`src/rtl/araavg_pkg.sv`:
```
`timescale 1ns / 1ps

package araavg_pkg;

    // Field widths
    localparam int CONV_W     = 10;
    localparam int CAL_W      = 16;
    localparam int RANGE_W    = 2;
    localparam int CFG_IDX_W  = 3;
    localparam int CFG_DATA_W = 16;

    // Default ring depth
    localparam int PKG_AVG_DEPTH = 8;

    // Largest conversion code
    localparam int CONV_MAX = 1023;

    // Register indexes on the configuration port
    localparam logic [CFG_IDX_W-1:0] CFG_AUTO_MODE    = 3'd0;
    localparam logic [CFG_IDX_W-1:0] CFG_MANUAL_RANGE = 3'd1;
    localparam logic [CFG_IDX_W-1:0] CFG_CAL_SUPPLY   = 3'd2;
    localparam logic [CFG_IDX_W-1:0] CFG_CAL_LOW_REF  = 3'd3;
    localparam logic [CFG_IDX_W-1:0] CFG_CAL_MID_REF  = 3'd4;
    localparam logic [CFG_IDX_W-1:0] CFG_OVR_LEVEL    = 3'd5;

    // Register reset values
    localparam logic [RANGE_W-1:0] RST_MANUAL_RANGE = 2'd2;
    localparam logic [CAL_W-1:0]   RST_CAL_SUPPLY   = 16'd4690;
    localparam logic [CAL_W-1:0]   RST_CAL_LOW_REF  = 16'd1121;
    localparam logic [CAL_W-1:0]   RST_CAL_MID_REF  = 16'd2513;
    localparam int                 RST_OVR_LEVEL    = 1015;

    // Reference range codes
    localparam logic [RANGE_W-1:0] RNG_SUPPLY  = 2'd0;
    localparam logic [RANGE_W-1:0] RNG_LOW_REF = 2'd1;
    localparam logic [RANGE_W-1:0] RNG_MID_REF = 2'd2;

    // Sweep phase codes
    localparam logic [1:0] PH_LOW_REF = 2'd0;
    localparam logic [1:0] PH_MID_REF = 2'd1;
    localparam logic [1:0] PH_SUPPLY  = 2'd2;

    // Conversions dropped after a range change
    localparam logic [1:0] SETTLE_COUNT = 2'd2;

    // Millivolt scaling: product / 1023 by reciprocal multiply
    localparam int          MV_DIVISOR = 1023;
    localparam int          MV_PROD_W  = CONV_W + CAL_W;
    localparam int          MV_SHIFT   = MV_PROD_W + $clog2(MV_DIVISOR);
    localparam int          MV_RECIP_W = MV_PROD_W + 1;
    localparam logic [63:0] MV_RECIP   = (64'd1 << MV_SHIFT) / MV_DIVISOR + 64'd1;

    // Per-result side information that rides along the scaling pipeline
    typedef struct packed {
        logic [RANGE_W-1:0] ref_range;
        logic               discarded;
        logic               sweep_done;
    } t_meta;

endpackage

```
`src/rtl/araavg_ram.sv`:
```
`timescale 1ns / 1ps

module araavg_ram #(
    parameter int WIDTH = 10,
    parameter int DEPTH = 8
) (
    input  logic                     i_clk,
    input  logic                     i_wr_en,
    input  logic [$clog2(DEPTH)-1:0] i_wr_addr,
    input  logic [WIDTH-1:0]         i_wr_data,
    input  logic [$clog2(DEPTH)-1:0] i_rd_addr,
    output logic [WIDTH-1:0]         o_rd_data
);

    logic [WIDTH-1:0] r_mem [DEPTH];
    logic [WIDTH-1:0] r_rd_data;

    // One write port, one registered read port
    always_ff @(posedge i_clk) begin
        if (i_wr_en) begin
            r_mem[i_wr_addr] <= i_wr_data;
        end
        r_rd_data <= r_mem[i_rd_addr];
    end

    assign o_rd_data = r_rd_data;

endmodule

```
`src/rtl/araavg_scale.sv`:
```
`timescale 1ns / 1ps

module araavg_scale import araavg_pkg::*; #(
    parameter int AVG_DEPTH = PKG_AVG_DEPTH,
    parameter int TOT_W     = $clog2(PKG_AVG_DEPTH * CONV_MAX + 1)
) (
    input  logic              i_clk,
    input  logic              i_rst_n,
    // upstream side
    input  logic              i_valid,
    output logic              o_ready,
    input  logic [TOT_W-1:0]  i_total,
    input  logic [CAL_W-1:0]  i_cal,
    input  t_meta             i_meta,
    // downstream side
    output logic              o_valid,
    input  logic              i_ready,
    output logic [CONV_W-1:0] o_average,
    output logic [CAL_W-1:0]  o_millivolts,
    output t_meta             o_meta
);

    // total / AVG_DEPTH by round-up reciprocal, exact for any total < 2^TOT_W
    localparam int          AVG_SHIFT   = TOT_W + $clog2(AVG_DEPTH);
    localparam int          AVG_RECIP_W = TOT_W + 2;
    localparam logic [63:0] AVG_RECIP   = (64'd1 << AVG_SHIFT) / AVG_DEPTH + 64'd1;
    localparam int          AVG_PROD_W  = TOT_W + AVG_RECIP_W;
    localparam int          MV_FULL_W   = MV_PROD_W + MV_RECIP_W;

    // stage 1: running total and calibration
    logic                  r_s1_valid;
    logic [TOT_W-1:0]      r_s1_total;
    logic [CAL_W-1:0]      r_s1_cal;
    t_meta                 r_s1_meta;
    // stage 2: average
    logic                  r_s2_valid;
    logic [CONV_W-1:0]     r_s2_avg;
    logic [CAL_W-1:0]      r_s2_cal;
    t_meta                 r_s2_meta;
    // stage 3: average times calibration
    logic                  r_s3_valid;
    logic [CONV_W-1:0]     r_s3_avg;
    logic [MV_PROD_W-1:0]  r_s3_prod;
    t_meta                 r_s3_meta;
    // output register
    logic                  r_out_valid;
    logic [CONV_W-1:0]     r_out_avg;
    logic [CAL_W-1:0]      r_out_mv;
    t_meta                 r_out_meta;

    logic                  en_s1, en_s2, en_s3, en_out;
    logic [AVG_PROD_W-1:0] avg_prod;
    logic [MV_PROD_W-1:0]  cal_prod;
    logic [MV_FULL_W-1:0]  mv_prod;

    // A stage loads when it is empty or its contents move on
    assign en_out  = !r_out_valid || i_ready;
    assign en_s3   = !r_s3_valid  || en_out;
    assign en_s2   = !r_s2_valid  || en_s3;
    assign en_s1   = !r_s1_valid  || en_s2;
    assign o_ready = en_s1;

    // Arithmetic between the stages
    assign avg_prod = r_s1_total * AVG_RECIP[AVG_RECIP_W-1:0];
    assign cal_prod = r_s2_avg * r_s2_cal;
    assign mv_prod  = r_s3_prod * MV_RECIP[MV_RECIP_W-1:0];

    // Valid flags
    always_ff @(posedge i_clk) begin
        if (!i_rst_n) begin
            r_s1_valid  <= 1'b0;
            r_s2_valid  <= 1'b0;
            r_s3_valid  <= 1'b0;
            r_out_valid <= 1'b0;
        end else begin
            if (en_s1) begin
                r_s1_valid <= i_valid;
            end
            if (en_s2) begin
                r_s2_valid <= r_s1_valid;
            end
            if (en_s3) begin
                r_s3_valid <= r_s2_valid;
            end
            if (en_out) begin
                r_out_valid <= r_s3_valid;
            end
        end
    end

    // Payload registers
    always_ff @(posedge i_clk) begin
        if (en_s1) begin
            r_s1_total <= i_total;
            r_s1_cal   <= i_cal;
            r_s1_meta  <= i_meta;
        end
        if (en_s2) begin
            r_s2_avg  <= avg_prod[AVG_SHIFT +: CONV_W];
            r_s2_cal  <= r_s1_cal;
            r_s2_meta <= r_s1_meta;
        end
        if (en_s3) begin
            r_s3_avg  <= r_s2_avg;
            r_s3_prod <= cal_prod;
            r_s3_meta <= r_s2_meta;
        end
        if (en_out) begin
            r_out_avg  <= r_s3_avg;
            r_out_mv   <= mv_prod[MV_SHIFT +: CAL_W];
            r_out_meta <= r_s3_meta;
        end
    end

    assign o_valid      = r_out_valid;
    assign o_average    = r_out_avg;
    assign o_millivolts = r_out_mv;
    assign o_meta       = r_out_meta;

endmodule

```
`src/rtl/autorange_adc_averager_top.sv`:
```
`timescale 1ns / 1ps
// Channel  | Direction | Handshake                  | Payload
// ---------+-----------+----------------------------+----------------------------------
// in       | input     | i_in_valid / o_in_ready    | i_conversion
// out      | output    | o_out_valid / i_out_ready  | o_ref_range, o_discarded,
//          |           |                            | o_average, o_millivolts, o_sweep_done
// cfg      | input     | i_cfg_valid / o_cfg_ready  | i_cfg_index, i_cfg_data
//
// One conversion per clock while o_in_ready is high; o_out_valid comes from the scaling pipeline
// registers s1, s2, s3, out (average multiply, calibration multiply, divide-by-1023 multiply).
// Range, settling, sweep and running total update in the cycle a conversion is accepted.
// Reset is synchronous; the sample ring reads as zero until its first wrap (no clear pass).
// Output stalls back up stage by stage; o_in_ready drops only when all 4 stages are full.

module autorange_adc_averager_top import araavg_pkg::*; #(
    parameter int AVG_DEPTH = PKG_AVG_DEPTH
) (
    input  logic                  i_clk,
    input  logic                  i_rst_n,
    // conversion input
    input  logic                  i_in_valid,
    output logic                  o_in_ready,
    input  logic [CONV_W-1:0]     i_conversion,
    // result output
    output logic                  o_out_valid,
    input  logic                  i_out_ready,
    output logic [RANGE_W-1:0]    o_ref_range,
    output logic                  o_discarded,
    output logic [CONV_W-1:0]     o_average,
    output logic [CAL_W-1:0]      o_millivolts,
    output logic                  o_sweep_done,
    // configuration writes
    input  logic                  i_cfg_valid,
    output logic                  o_cfg_ready,
    input  logic [CFG_IDX_W-1:0]  i_cfg_index,
    input  logic [CFG_DATA_W-1:0] i_cfg_data
);

    localparam int SLOT_W = $clog2(AVG_DEPTH);
    localparam int TOT_W  = $clog2(AVG_DEPTH * CONV_MAX + 1);
    localparam int TOT_X  = TOT_W + 1;
    localparam int OVR_W  = $clog2((CONV_MAX + 1) * AVG_DEPTH + 1);
    localparam logic [SLOT_W-1:0] LAST_SLOT = SLOT_W'(AVG_DEPTH - 1);

    // configuration
    logic                 r_auto_mode;
    logic [RANGE_W-1:0]   r_manual_range;
    logic [CAL_W-1:0]     r_cal_supply;
    logic [CAL_W-1:0]     r_cal_low;
    logic [CAL_W-1:0]     r_cal_mid;
    logic [OVR_W-1:0]     r_ovr_total;   // (level + 1) * depth
    // running state
    logic [SLOT_W-1:0]    r_slot;
    logic                 r_wrapped;
    logic [TOT_W-1:0]     r_total;
    logic [RANGE_W-1:0]   r_applied;
    logic [1:0]           r_settle;
    logic [1:0]           r_phase;
    logic [SLOT_W-1:0]    r_samples;

    logic                 accept;
    logic                 cfg_wr;
    logic                 store;
    logic                 discard;
    logic                 over;
    logic                 done;
    logic                 slot_last;
    logic [RANGE_W-1:0]   want_pre, want_post;
    logic [RANGE_W-1:0]   applied_pre, n_applied;
    logic [1:0]           settle_pre, settle_mid, n_settle;
    logic [1:0]           n_phase;
    logic [SLOT_W-1:0]    n_samples;
    logic [SLOT_W-1:0]    n_slot;
    logic [CONV_W-1:0]    ring_rd;
    logic [CONV_W-1:0]    old_sample;
    logic [TOT_W-1:0]     total_upd, n_total;
    logic [CAL_W-1:0]     cal_sel;
    logic [OVR_W-1:0]     n_ovr_total;
    t_meta                meta;
    t_meta                out_meta;

    // Range the current mode and phase ask for
    function automatic logic [RANGE_W-1:0] wanted_range(
        input logic             auto_mode,
        input logic [1:0]       phase,
        input logic [RANGE_W-1:0] manual
    );
        logic [RANGE_W-1:0] rng;
        if (auto_mode) begin
            unique case (phase)
                PH_LOW_REF: rng = RNG_LOW_REF;
                PH_MID_REF: rng = RNG_MID_REF;
                default:    rng = RNG_SUPPLY;
            endcase
        end else begin
            rng = (manual > RNG_MID_REF) ? RNG_SUPPLY : manual;
        end
        return rng;
    endfunction

    assign o_cfg_ready = 1'b1;
    assign cfg_wr      = i_cfg_valid && o_cfg_ready;
    assign accept      = i_in_valid && o_in_ready;

    // Follow the wanted range before the conversion is looked at
    always_comb begin
        want_pre = wanted_range(r_auto_mode, r_phase, r_manual_range);
        if (want_pre != r_applied) begin
            applied_pre = want_pre;
            settle_pre  = SETTLE_COUNT;
        end else begin
            applied_pre = r_applied;
            settle_pre  = r_settle;
        end
    end

    assign discard    = (settle_pre != 2'd0);
    assign settle_mid = discard ? settle_pre - 2'd1 : settle_pre;
    assign store      = accept && !discard;

    // Ring slot bookkeeping; the RAM is read one slot ahead
    assign slot_last  = (r_slot == LAST_SLOT);
    assign n_slot     = store ? (slot_last ? '0 : r_slot + 1'b1) : r_slot;
    assign old_sample = r_wrapped ? ring_rd : '0;

    // Running total
    assign total_upd = TOT_W'(TOT_X'(r_total) + TOT_X'(i_conversion) - TOT_X'(old_sample));
    assign n_total   = discard ? r_total : total_upd;

    // average > level  <=>  total >= (level + 1) * depth
    assign over = (OVR_W'(n_total) >= r_ovr_total);

    // Auto sweep progress
    always_comb begin
        n_phase   = r_phase;
        n_samples = r_samples;
        done      = 1'b0;
        if (!discard && r_auto_mode) begin
            if (r_samples == LAST_SLOT) begin
                n_samples = '0;
                if (r_phase < PH_SUPPLY && over) begin
                    n_phase = r_phase + 2'd1;
                end else begin
                    done    = 1'b1;
                    n_phase = PH_LOW_REF;
                end
            end else begin
                n_samples = r_samples + 1'b1;
            end
        end
    end

    // Follow the range again for the next conversion
    always_comb begin
        want_post = wanted_range(r_auto_mode, n_phase, r_manual_range);
        if (want_post != applied_pre) begin
            n_applied = want_post;
            n_settle  = SETTLE_COUNT;
        end else begin
            n_applied = applied_pre;
            n_settle  = settle_mid;
        end
    end

    // Calibration of the range this conversion was taken at
    always_comb begin
        unique case (applied_pre)
            RNG_LOW_REF: cal_sel = r_cal_low;
            RNG_MID_REF: cal_sel = r_cal_mid;
            default:     cal_sel = r_cal_supply;
        endcase
    end

    assign n_ovr_total = OVR_W'((OVR_W'(i_cfg_data[CONV_W-1:0]) + 1'b1) * AVG_DEPTH);

    // Control state and configuration
    always_ff @(posedge i_clk) begin
        if (!i_rst_n) begin
            r_auto_mode    <= 1'b0;
            r_manual_range <= RST_MANUAL_RANGE;
            r_cal_supply   <= RST_CAL_SUPPLY;
            r_cal_low      <= RST_CAL_LOW_REF;
            r_cal_mid      <= RST_CAL_MID_REF;
            r_ovr_total    <= OVR_W'((RST_OVR_LEVEL + 1) * AVG_DEPTH);
            r_slot         <= '0;
            r_wrapped      <= 1'b0;
            r_total        <= '0;
            r_applied      <= RNG_SUPPLY;
            r_settle       <= 2'd0;
            r_phase        <= PH_LOW_REF;
            r_samples      <= '0;
        end else begin
            if (accept) begin
                r_applied <= n_applied;
                r_settle  <= n_settle;
                r_phase   <= n_phase;
                r_samples <= n_samples;
                r_total   <= n_total;
                r_slot    <= n_slot;
                if (store && slot_last) begin
                    r_wrapped <= 1'b1;
                end
            end
            if (cfg_wr) begin
                unique case (i_cfg_index)
                    CFG_AUTO_MODE: begin
                        if (i_cfg_data[0] != r_auto_mode) begin
                            r_phase   <= PH_LOW_REF;
                            r_samples <= '0;
                        end
                        r_auto_mode <= i_cfg_data[0];
                    end
                    CFG_MANUAL_RANGE: r_manual_range <= i_cfg_data[RANGE_W-1:0];
                    CFG_CAL_SUPPLY:   r_cal_supply   <= i_cfg_data;
                    CFG_CAL_LOW_REF:  r_cal_low      <= i_cfg_data;
                    CFG_CAL_MID_REF:  r_cal_mid      <= i_cfg_data;
                    CFG_OVR_LEVEL:    r_ovr_total    <= n_ovr_total;
                    default: ;
                endcase
            end
        end
    end

    // Sample ring
    araavg_ram #(
        .WIDTH (CONV_W),
        .DEPTH (AVG_DEPTH)
    ) u_ring (
        .i_clk     (i_clk),
        .i_wr_en   (store),
        .i_wr_addr (r_slot),
        .i_wr_data (i_conversion),
        .i_rd_addr (n_slot),
        .o_rd_data (ring_rd)
    );

    assign meta.ref_range  = n_applied;
    assign meta.discarded  = discard;
    assign meta.sweep_done = done;

    // Average and millivolt pipeline with output register
    araavg_scale #(
        .AVG_DEPTH (AVG_DEPTH),
        .TOT_W     (TOT_W)
    ) u_scale (
        .i_clk        (i_clk),
        .i_rst_n      (i_rst_n),
        .i_valid      (accept),
        .o_ready      (o_in_ready),
        .i_total      (n_total),
        .i_cal        (cal_sel),
        .i_meta       (meta),
        .o_valid      (o_out_valid),
        .i_ready      (i_out_ready),
        .o_average    (o_average),
        .o_millivolts (o_millivolts),
        .o_meta       (out_meta)
    );

    assign o_ref_range  = out_meta.ref_range;
    assign o_discarded  = out_meta.discarded;
    assign o_sweep_done = out_meta.sweep_done;

endmodule

```
`config.mk`:
```
export PLATFORM = sky130hd
export DESIGN_NAME = autorange_adc_averager_top
export DESIGN_NICKNAME = d
export VERILOG_FILES = /design/src/rtl/araavg_pkg.sv /design/src/rtl/araavg_ram.sv /design/src/rtl/araavg_scale.sv /design/src/rtl/autorange_adc_averager_top.sv
export SDC_FILE = /design/constraint.sdc
export NUM_CORES = 1
export LEC_CHECK = 0
export BUFFER_PORTS_ARGS = -buffer_cell sky130_fd_sc_hd__clkbuf_2
export CAP_MARGIN = 20
export CORE_ASPECT_RATIO = 0.7
export CORE_MARGIN = 2
export CORE_UTILIZATION = 60
export DETAILED_ROUTE_END_ITERATION = 6
export PLACE_DENSITY = 0.86
export SLEW_MARGIN = 10
export SYNTH_ARGS = -nofsm -noshare
export SYNTH_HDL_FRONTEND = slang
export SYNTH_SLANG_ARGS = --single-unit
```
`constraint.sdc`:
```
create_clock -name i_clk -period 8.6 [get_ports i_clk]
set_clock_uncertainty 0.2 [all_clocks]
set_input_delay 0.43 -clock i_clk [delete_from_list [all_inputs] [get_ports i_clk]]
set_output_delay 0.43 -clock i_clk [all_outputs]
set_load 0.02 [all_outputs]
```
Word level (Yosys, flattened, before mapping)
Memory sizes are Yosys's and may differ from the RTL's. A register that Yosys moved wholly into a read port is not among the register bits.
Cells that the tools add are included.
{"block": "totals", "regBits": 225, "latch_bits": 0, "mem_bits_rw": 80, "mem_bits_ro": 0, "out_inout_bits": 33, "n_memories": 1}
{"memory": "u_ring.r_mem", "words": 8, "word_bits": 10, "read_ports": 1, "rd_clocked_by_memory_dff": 1, "write_ports": 1, "line": "araavg_ram.sv:15", "rtl": "logic [WIDTH-1:0] r_mem [DEPTH];"}
{"block": "classes", "n_addsub": 7, "mul": 3, "n_div": 0, "magnitude_cmp": 3, "eq_ne": 14, "shift": 0, "n_mux": 31, "bitwise_logic": 0, "reduce_logical": 26}
{"op": "26-bit by 27-bit multiplier with 52-bit output (second input constant)", "n": 1}
{"op": "16-bit one-hot mux with 2 select lines", "n": 1}
{"op": "2-bit two-way mux", "n": 15}
{"op": "10-bit by 16-bit multiplier with 26-bit output", "n": 1}
{"op": "13-bit by 14-bit multiplier with 26-bit output (second input constant)", "n": 1}
{"op": "3-bit two-way mux", "n": 8}
{"op": "2-bit AND reduction", "n": 8}
{"op": "13-bit by 14-bit greater-or-equal comparator with 1-bit output", "n": 1}
{"op": "13-bit by 10-bit adder with 13-bit output", "n": 1}
{"op": "13-bit two-way mux", "n": 1}
{"op": "13-bit by 10-bit subtractor with 13-bit output", "n": 1}
{"op": "3-bit equality test (second input constant)", "n": 4}
{"op": "10-bit by 1-bit adder with 11-bit output (second input constant)", "n": 1}
{"op": "10-bit two-way mux", "n": 1}
{"op": "2-bit one-hot mux with 2 select lines", "n": 2}
{"op": "3-bit by 1-bit adder with 3-bit output (second input constant)", "n": 2}
{"op": "2-bit by 1-bit equality test with 1-bit output (second input constant)", "n": 3}
{"op": "3-bit by 2-bit equality test with 1-bit output (second input constant)", "n": 2}
{"op": "1-bit logical AND", "n": 5}
{"op": "1-bit zero test", "n": 5}
{"op": "2-bit zero test", "n": 2}
{"op": "1-bit logical OR", "n": 4}
{"op": "2-bit != test", "n": 2}
{"op": "3-bit by 1-bit equality test with 1-bit output (second input constant)", "n": 1}
{"op": "other kinds (9)", "n": 11}

Depth between registers and ports, before layout
Gate-level depths: netlist of the first run.
{"block": "logic_depth", "depth_word": 17, "mapped_depth": 24}

Hierarchy
From an unflattened synthesis of the first run, not the netlist that was laid out.
{"block": "hier_totals", "cells_unflattened": 1964, "area_unflattened_um2": 21105.2}
{"mod": "araavg_scale", "n_inst": 1, "cells_each": 1110, "area_per_inst_um2": 12349.3}
{"mod": "autorange_adc_averager_top", "n_inst": 1, "cells_each": 716, "area_per_inst_um2": 5422.7}
{"mod": "araavg_ram", "n_inst": 1, "cells_each": 138, "area_per_inst_um2": 3333.2}

Worst setup path before layout of the first run
Ideal clock, no wire load.
{"block": "synth_path", "path_kind": "reg-to-reg", "from": "reg u_scale.r_s2_avg[9]", "to": "reg u_scale.r_s3_prod[24], data pin", "t_arrival_ns": 5.152, "setup_slack_ns": 2.991, "path_stages_with_launch": 17, "n_path_buf": 1, "cell_sequence": "edfxtp_1 clkbuf_1 nand2_1 fa_1 inv_1 fa_1 fa_1 fa_1 fa_1 ha_1 nand3_1 or4b_2 a31oi_1 nand3b_1 a31o_2 a21oi_1 xnor2_1"}
{"block": "synth_between", "elab_chain_len": 1}
{"element": "from (decl)", "line": "araavg_scale.sv:37", "rtl": "logic [CONV_W-1:0] r_s2_avg;"}
{"element": "from (signal assigned)", "line": "araavg_scale.sv:99", "rtl": "r_s2_avg <= avg_prod[AVG_SHIFT +: CONV_W];"}
{"element": "10-bit by 16-bit multiplier with 26-bit output", "line": "araavg_scale.sv:65", "rtl": "assign cal_prod = r_s2_avg * r_s2_cal;"}
{"element": "net u_scale.cal_prod[24]", "line": "araavg_scale.sv:53", "rtl": "logic [MV_PROD_W-1:0] cal_prod;"}
{"element": "to (signal assigned)", "line": "araavg_scale.sv:105", "rtl": "r_s3_prod <= cal_prod;"}
{"element": "to (decl)", "line": "araavg_scale.sv:43", "rtl": "logic [MV_PROD_W-1:0] r_s3_prod;"}
The timed path passes the listed nets, and every way through them passes these cells.
A chain may end at the register's enable or synchronous reset.

Worst setup path in the final report of the first run
{"block": "layout_path", "from": "reg u_scale.r_s2_avg[3]", "to": "reg u_scale.r_s3_prod[24], data pin"}
Same word-level chain as after synthesis.

==> results.ini, run 1 <==
[final_layout]
area_growth_pct=10.00
mostFrequentLayoutCell=nand2_1
antenna-diode-count=0
fillCellCount=2461
fin_nets=2378
layout_common_cells=280 x nand2_1, 232 x inv_1, 227 x ha_1, 210 x edfxtp_1, 138 x fa_1
drive_above_1_share_pct=8.787

[clock_tree]
h-tree-depth=1
clk_latency_ps=610
clock-sinks=312
postCtsSetupBuffers=0
hold_buffers=26
clockBufferDepth=3
clk_root_buffer_cell=clkbuf_16
cts_tree=built
cts_buffers=30
clk_pin_slew_worst_paths_ps=70
cts_resized=0

[min_path]
hold_start=i_in_valid
hold_depth=3
hold_class=in2reg
min_to=r_applied[0]

[critical_path]
crit_cells=15
crit_top_cell=fa_1
required_ps=8720
crit_family=adder cells
r2r_cells=15
crit_path_max_incr_delay_ps=730
crit_buf_inv=1
startpoint_type=flop
r2r_slack_ps=2520
critical_path_class=reg2reg
cp-end-kind=flop
timing.rr.end=u_scale.r_s3_prod[24]
cp_slowest_cell=or4b_2
cp_max_fo=17
r2r_start=u_scale.r_s2_avg[3]
path_cells=nand2_1, fa_1, inv_1, fa_1, fa_1, fa_1, fa_1, ha_1, nand3_1, or4b_2, a31oi_1, nand3b_1, a31o_2, a21oi_1, xnor2_1
critPathArrivalTime_ps=6200

[pwr]
power.net_switching_mw=2.001
cellInternalPower_mw=3.488
finalPower_mw=5.488
power_frac_comb_pct=38.2
power_density_nw_per_um2=239.8
leakage_nw=10.61
p_seq_share_pct=36.5
netSwitchingFraction_pct=36.45
ir_drop_mv=0.2033
clkPwrFrac_pct=25.4

[place]
portBuffers=65
routabilityCongestion=0.9460
dpl.hpwl_um=33370

[synth]
yosysWarnings=0
syn-num-nets=2310
netlist_area_um2=20800
synthArstFlopShare_pct=0
syn_inst=1911
syn_area_per_cell_um2=10.89
synth.largest_area_cell=edfxtp_1
synthFlopType=edfxtp_1
synth_seq_cells=312
synthTopCellsByArea=edfxtp_1 30%, ha_1 14%, fa_1 13%
synth-edff-count=210
ys_seq_area_share_pct=40.13
synth_top_area_share_pct=30.31
synth.distinct_cells=75

[floorplanning]
initial_core_util_pct=60.40
dieArea_um2=36200
ios=67
die_w_um=226.6
dieHeight_um=159.8
core_area_um2=34450
core.rowCount=57

[global_routing]
grt_first_pass_wirelength_um=74310
overflow=0
grt_max_degree=93
grt_util_all_layers_pct=26.05
first_global_vias=14442
antenna_found_initial=0

[drt]
wl_um=46270
drtPass1Iterations=6
post_drt_wl_per_cell_um=18.70
drc=0
first_iter_violations=1131
antenna_left=0
drt-vias-per-instance=5.804
vias=14365

[run_status]
status=finished clean

[sta]
period_needed_ps=6082
post-route-period-util_pct=70.72
grt_setup_unrepaired=false
maxSlewViolCount=0
fmax_mhz=164.4
setup_viol=0
final_hold_viol_count=0
final.setup.tns_ps=0
worstMarginPinSlew_ps=1006
slew_headroom_pct=32.70

[flow_run]
max_cap_viol_count=0

worst max-delay path by stage:
| stage | from | end | slack, ps |
|---|---|---|---|
| global route | u_scale.r_s2_avg[9] | u_scale.r_s3_prod[25] | 2290 |
| CTS | u_scale.r_s2_avg[3] | u_scale.r_s3_prod[24] | 2530 |
| global placement | u_scale.r_s2_avg[9] | u_scale.r_s3_prod[24] | 2750 |
| detailed placement | u_scale.r_s2_avg[3] | u_scale.r_s3_prod[24] | 2620 |
| finish | u_scale.r_s2_avg[3] | u_scale.r_s3_prod[24] | 2520 |
| floorplan | u_scale.r_s2_avg[9] | u_scale.r_s3_prod[24] | 2990 |
sequential cells by signal (all words and copies together) (netlist names), 3 cells and up:
signal,cells
r_cal_mid,16
u_scale.r_s3_avg,10
u_scale.r_s2_meta,4
u_ring.o_rd_data,10
u_scale.r_s3_prod,26
u_scale.o_average,10
u_scale.r_s3_meta,4
r_ovr_total,11
u_scale.r_s2_avg,10
u_scale.o_millivolts,16
r_cal_supply,16
r_total,13
r_slot,3
u_scale.r_s1_meta,4
u_scale.r_s1_cal,16
u_scale.r_s1_total,10
u_ring.r_mem,80
u_scale.o_meta,4
u_scale.r_s2_cal,16
r_samples,3
r_cal_low,16
final cells by class:
type                       instances  area (um2)  area share (%)
multi-input combinational       1295       11290           49.34
sequential                       312        8348           36.48
inverter                         232       870.8           3.805
clock buffer                      34       765.7           3.346
timing repair buffer             108       728.2           3.182
tap                              472       590.6           2.581
clock inverter                    22       290.3           1.268
power by group through the flow:
stage	Sequential, mW	Clock (mW)	Combinational (mW)
5_1_grt	2.02	1.47	2.39
4_1_cts	1.99	1.41	2.10
6_report	2.00	1.39	2.09
3_3_place_gp	2.02	0	1.95
2_1_floorplan	1.95	0	1.56
3_5_place_dp	2.03	0	2.06
worst reg2reg max path, cell delays in order (launching register included):
cell and delay (ps):
edfxtp_1 720, nand2_1 200, fa_1 600, inv_1 80, fa_1 530, fa_1 450, fa_1 540, fa_1 500
ha_1 360, nand3_1 130, or4b_2 730, a31oi_1 250, nand3b_1 160, a31o_2 160, a21oi_1 80, xnor2_1 130
kinds of logic after synthesis:
kind of cell,synth area share (%)
mux,3.278
compound gates,8.865
buf+inv,5.659
fa+ha+maj,26.93
xor+xnor,2.400
simple gates,12.73
flops,40.13
other cells,0.01802
cell usage after synthesis (18+ instances only):
master / n
fa_1: 138
nand2_1: 281
ha_1: 227
a21o_1: 19
dfxtp_1: 102
edfxtp_1: 210
inv_1: 232
xnor2_1: 41
a21oi_1: 56
nand3_1: 41
and2_1: 89
clkbuf_1: 61
nor2_1: 53
nor3_1: 18
a21boi_0: 47
o21ai_0: 59
metal layers:
layer | vias to the layer above | part of all wire (%) | GRT usage (%) | wire length (um)
met5 | - | 0 | 0 | 0
met3 | 88 | 8.3 | 4.949 | 3862
met1 | 7009 | 41 | 35.95 | 19170
met2 | 621 | 48 | 43.07 | 22260
li1 | 6647 | - | - | -
met4 | 0 | 2.1 | 5.831 | 981
per-stage QoR:
stage | cell area (um2) | hold slack (ps) | std cells | worst slack, ps | utilization, %
CTS | 22850 | 4.509 | 2472 | 2534 | 66.34
detailed placement | 21540 | 204.5 | 2390 | 2622 | 62.52
global route | 22890 | 48.99 | 2475 | 2288 | 66.44
finish | 22890 | 37.83 | 2475 | 2518 | 66.44
global placement | 21520 | 202.1 | 2389 | 2753 | 62.49
floorplan | 20810 | 200.3 | 1911 | 2991 | -
Power figures use the tool's default switching activity.
==> inputs of run 2 (changes only) <==
CORE_UTILIZATION = 58   (was 60)
PLACE_DENSITY = 0.87   (was 0.86)
clock period = 5 ns   (was 8.6 ns; I/O delays follow)
==> run 2 against run 1 <==
  * The flow now finishes with violations (negative setup slack)
  * Core utilization rose by 5.0 points
  * Flip-flop and latch count did not move
  * Final area rose by 9.3%
  * Maximum frequency rose by 9.6%
  * Highest routed layer unchanged
==> results.ini, run 2 (synthesis results as in run 1) <==
[run_status]
status=complete, but fails checks
violations=negative setup slack

[global_routing]
first_global_vias=16174  ; +12%
grt_first_pass_wirelength_um=82780  ; +11%
grt_max_degree=93  ; unchanged
overflow=0  ; unchanged
grt_util_all_layers_pct=27.86  ; +1.8 points
antenna_found_initial=0  ; unchanged

[pwr]
power_density_nw_per_um2=426.9  ; +78%
finalPower_mw=10.68  ; +95%
leakage_nw=11.65  ; +9.8%
ir_drop_mv=0.3486  ; +71%

[place]
preCtsSetupSlack_ps=-473.8  ; -3096 ps
portBuffers=65  ; unchanged
place_area_um2=22640  ; +5.1%
dpl.hpwl_um=35000  ; +4.9%
routabilityCongestion=0.9442  ; -0.19%
numPlacedInstances=2514  ; +5.2%

[critical_path]
startpoint_type=flop
cp_max_fo=6  ; -11
critPathArrivalTime_ps=5830  ; -370 ps
critical_path_class=reg2reg
crit_path_max_incr_delay_ps=580  ; -150 ps
required_ps=5280  ; -3440 ps
crit_buf_inv=2  ; +1
cp-end-kind=flop
crit_top_cell=a21oi_4
crit_family=compound AO/OA/AOI/OAI gates
cp_slowest_cell=or4_4
path_cells=buf_4, and2_1, fa_1, inv_2, ha_4, or2_4, a21oi_4, a21oi_4, a21o_1, o41ai_4, mux2i_1, xnor2_1, ha_1, nand3_1, or4_4, nor4b_4, mux2_4, nor3_2, a211o_4, a31o_4, o21ba_1

[drt]
first_iter_violations=1797  ; +59%
drt-vias-per-instance=5.964  ; +2.8%
drc=0  ; unchanged
drtPass1Iterations=7  ; +1
antenna_left=0  ; unchanged
vias=15889  ; +11%
wl_um=54520  ; +18%
post_drt_wl_per_cell_um=20.46  ; +9.5%

[final_layout]
area_growth_pct=20.26
drive_above_1_share_pct=21.12  ; +12 points
layout_common_cells=270 x nand2_1, 224 x inv_1, 210 x edfxtp_1, 208 x ha_1, 176 x buf_4
top_register=u_ring.r_mem
layout.cells.non_filler=2664  ; +7.6%
fin_nets=2568  ; +8.0%
utilization_pct=71.45  ; +5.0 points
antenna-diode-count=0  ; unchanged
design_area_um2=25020  ; +9.3%
largestRegisters=u_ring.r_mem (80), u_scale.r_s3_prod (26)
largest_reg_flops=80  ; unchanged
mostFrequentLayoutCell=nand2_1

[clock_tree]
clk_pin_slew_worst_paths_ps=70  ; about the same
cts_tree=built
clk_root_buffer_cell=clkbuf_16
clk_latency_ps=590  ; -20 ps
clock-sinks=312  ; unchanged
h-tree-depth=1  ; unchanged
clockBufferDepth=3  ; unchanged
cts_buffers=29  ; -3.3%

[floorplanning]
die_w_um=230.4  ; +1.7%
dieHeight_um=162.5  ; +1.7%
dieArea_um2=37430  ; +3.4%
core_area_um2=35020  ; +1.7%
initial_core_util_pct=59.41  ; -0.98 points
core.rowCount=57  ; unchanged
ios=67  ; unchanged

[sta]
fmax_mhz=180.3  ; +9.6%
layout_setup_ws_ps=-546.9  ; -3065 ps
post-route-period-util_pct=110.9  ; +40 points
maxSlewViolCount=0  ; unchanged
whs_ps=105.5  ; +67.67 ps
period_needed_ps=5547  ; -534.9 ps
grt_setup_unrepaired=true
setup_viol=23  ; +23
worstMarginPinSlew_ps=1192  ; +185.8 ps
final.setup.tns_ps=-8035  ; -8035 ps
slew_headroom_pct=20.26  ; -12 points
final_hold_viol_count=0  ; unchanged

[min_path]
hold_class=in2reg

[flow_run]
max_cap_viol_count=0  ; unchanged

## run 2: metal layers
metal	vias up	global-route usage [%]	routed length, um
met1	7764	35.97	21080
met5	-	0	0
met4	0	10.26	2259
li1	7028	-	-
met3	199	5.497	4767
met2	898	47.03	26410
## run 2: layout make-up
type                       count  area (um2)
sequential                   312        8352
clock buffer                  42       827.0
multi-input combinational   1295       11960
clock inverter                12       167.7
tap                          472       590.6
timing repair buffer         299        2253
fill                        2110        9998
inverter                     232       870.8
## run 2: worst reg2reg max path, delay by kind of cell (launching register included)
family                   cells  cell delay (ps)
adder cells (fa/ha/maj)      3              930
buffers and inverters        2              290
XOR/XNOR                     1              110
AO/OA/AOI/OAI                7             1540
AND/OR/NAND/NOR              6             1480
flip-flops                   1              370
multiplexers                 2              500
## run 2: what timing repair did
action / in CTS / in global routing
buffers inserted: 51 / 20
pin swaps: 53 / 41
endpoints found under the hold margin: 145 / 0
hold buffers: 32 / 0
resized for setup: 87 / 63
endpoints found under the setup margin: 21 / 29
## run 2: path summary, 6_finish.rpt
check                                    startpoint                   to  slack, ps  cells past startpoint
worst max-delay path                      r_wrapped         r_applied[0]       -550                     21
worst min-delay path                        i_rst_n       r_ovr_total[7]        110                      3
worst max register to register            r_wrapped         r_applied[0]       -550                     21
worst min register to register  u_scale.r_s1_cal[6]  u_scale.r_s2_cal[6]        220                      0
## run 2: where the power goes
part / leakage, nW / switching (mW) / internal, mW
clock network: 0.487 / 1.01 / 1.32
registers: 3.04 / 0.213 / 3.10
logic: 8.13 / 2.73 / 2.30
total: 11.7 / 3.96 / 6.72
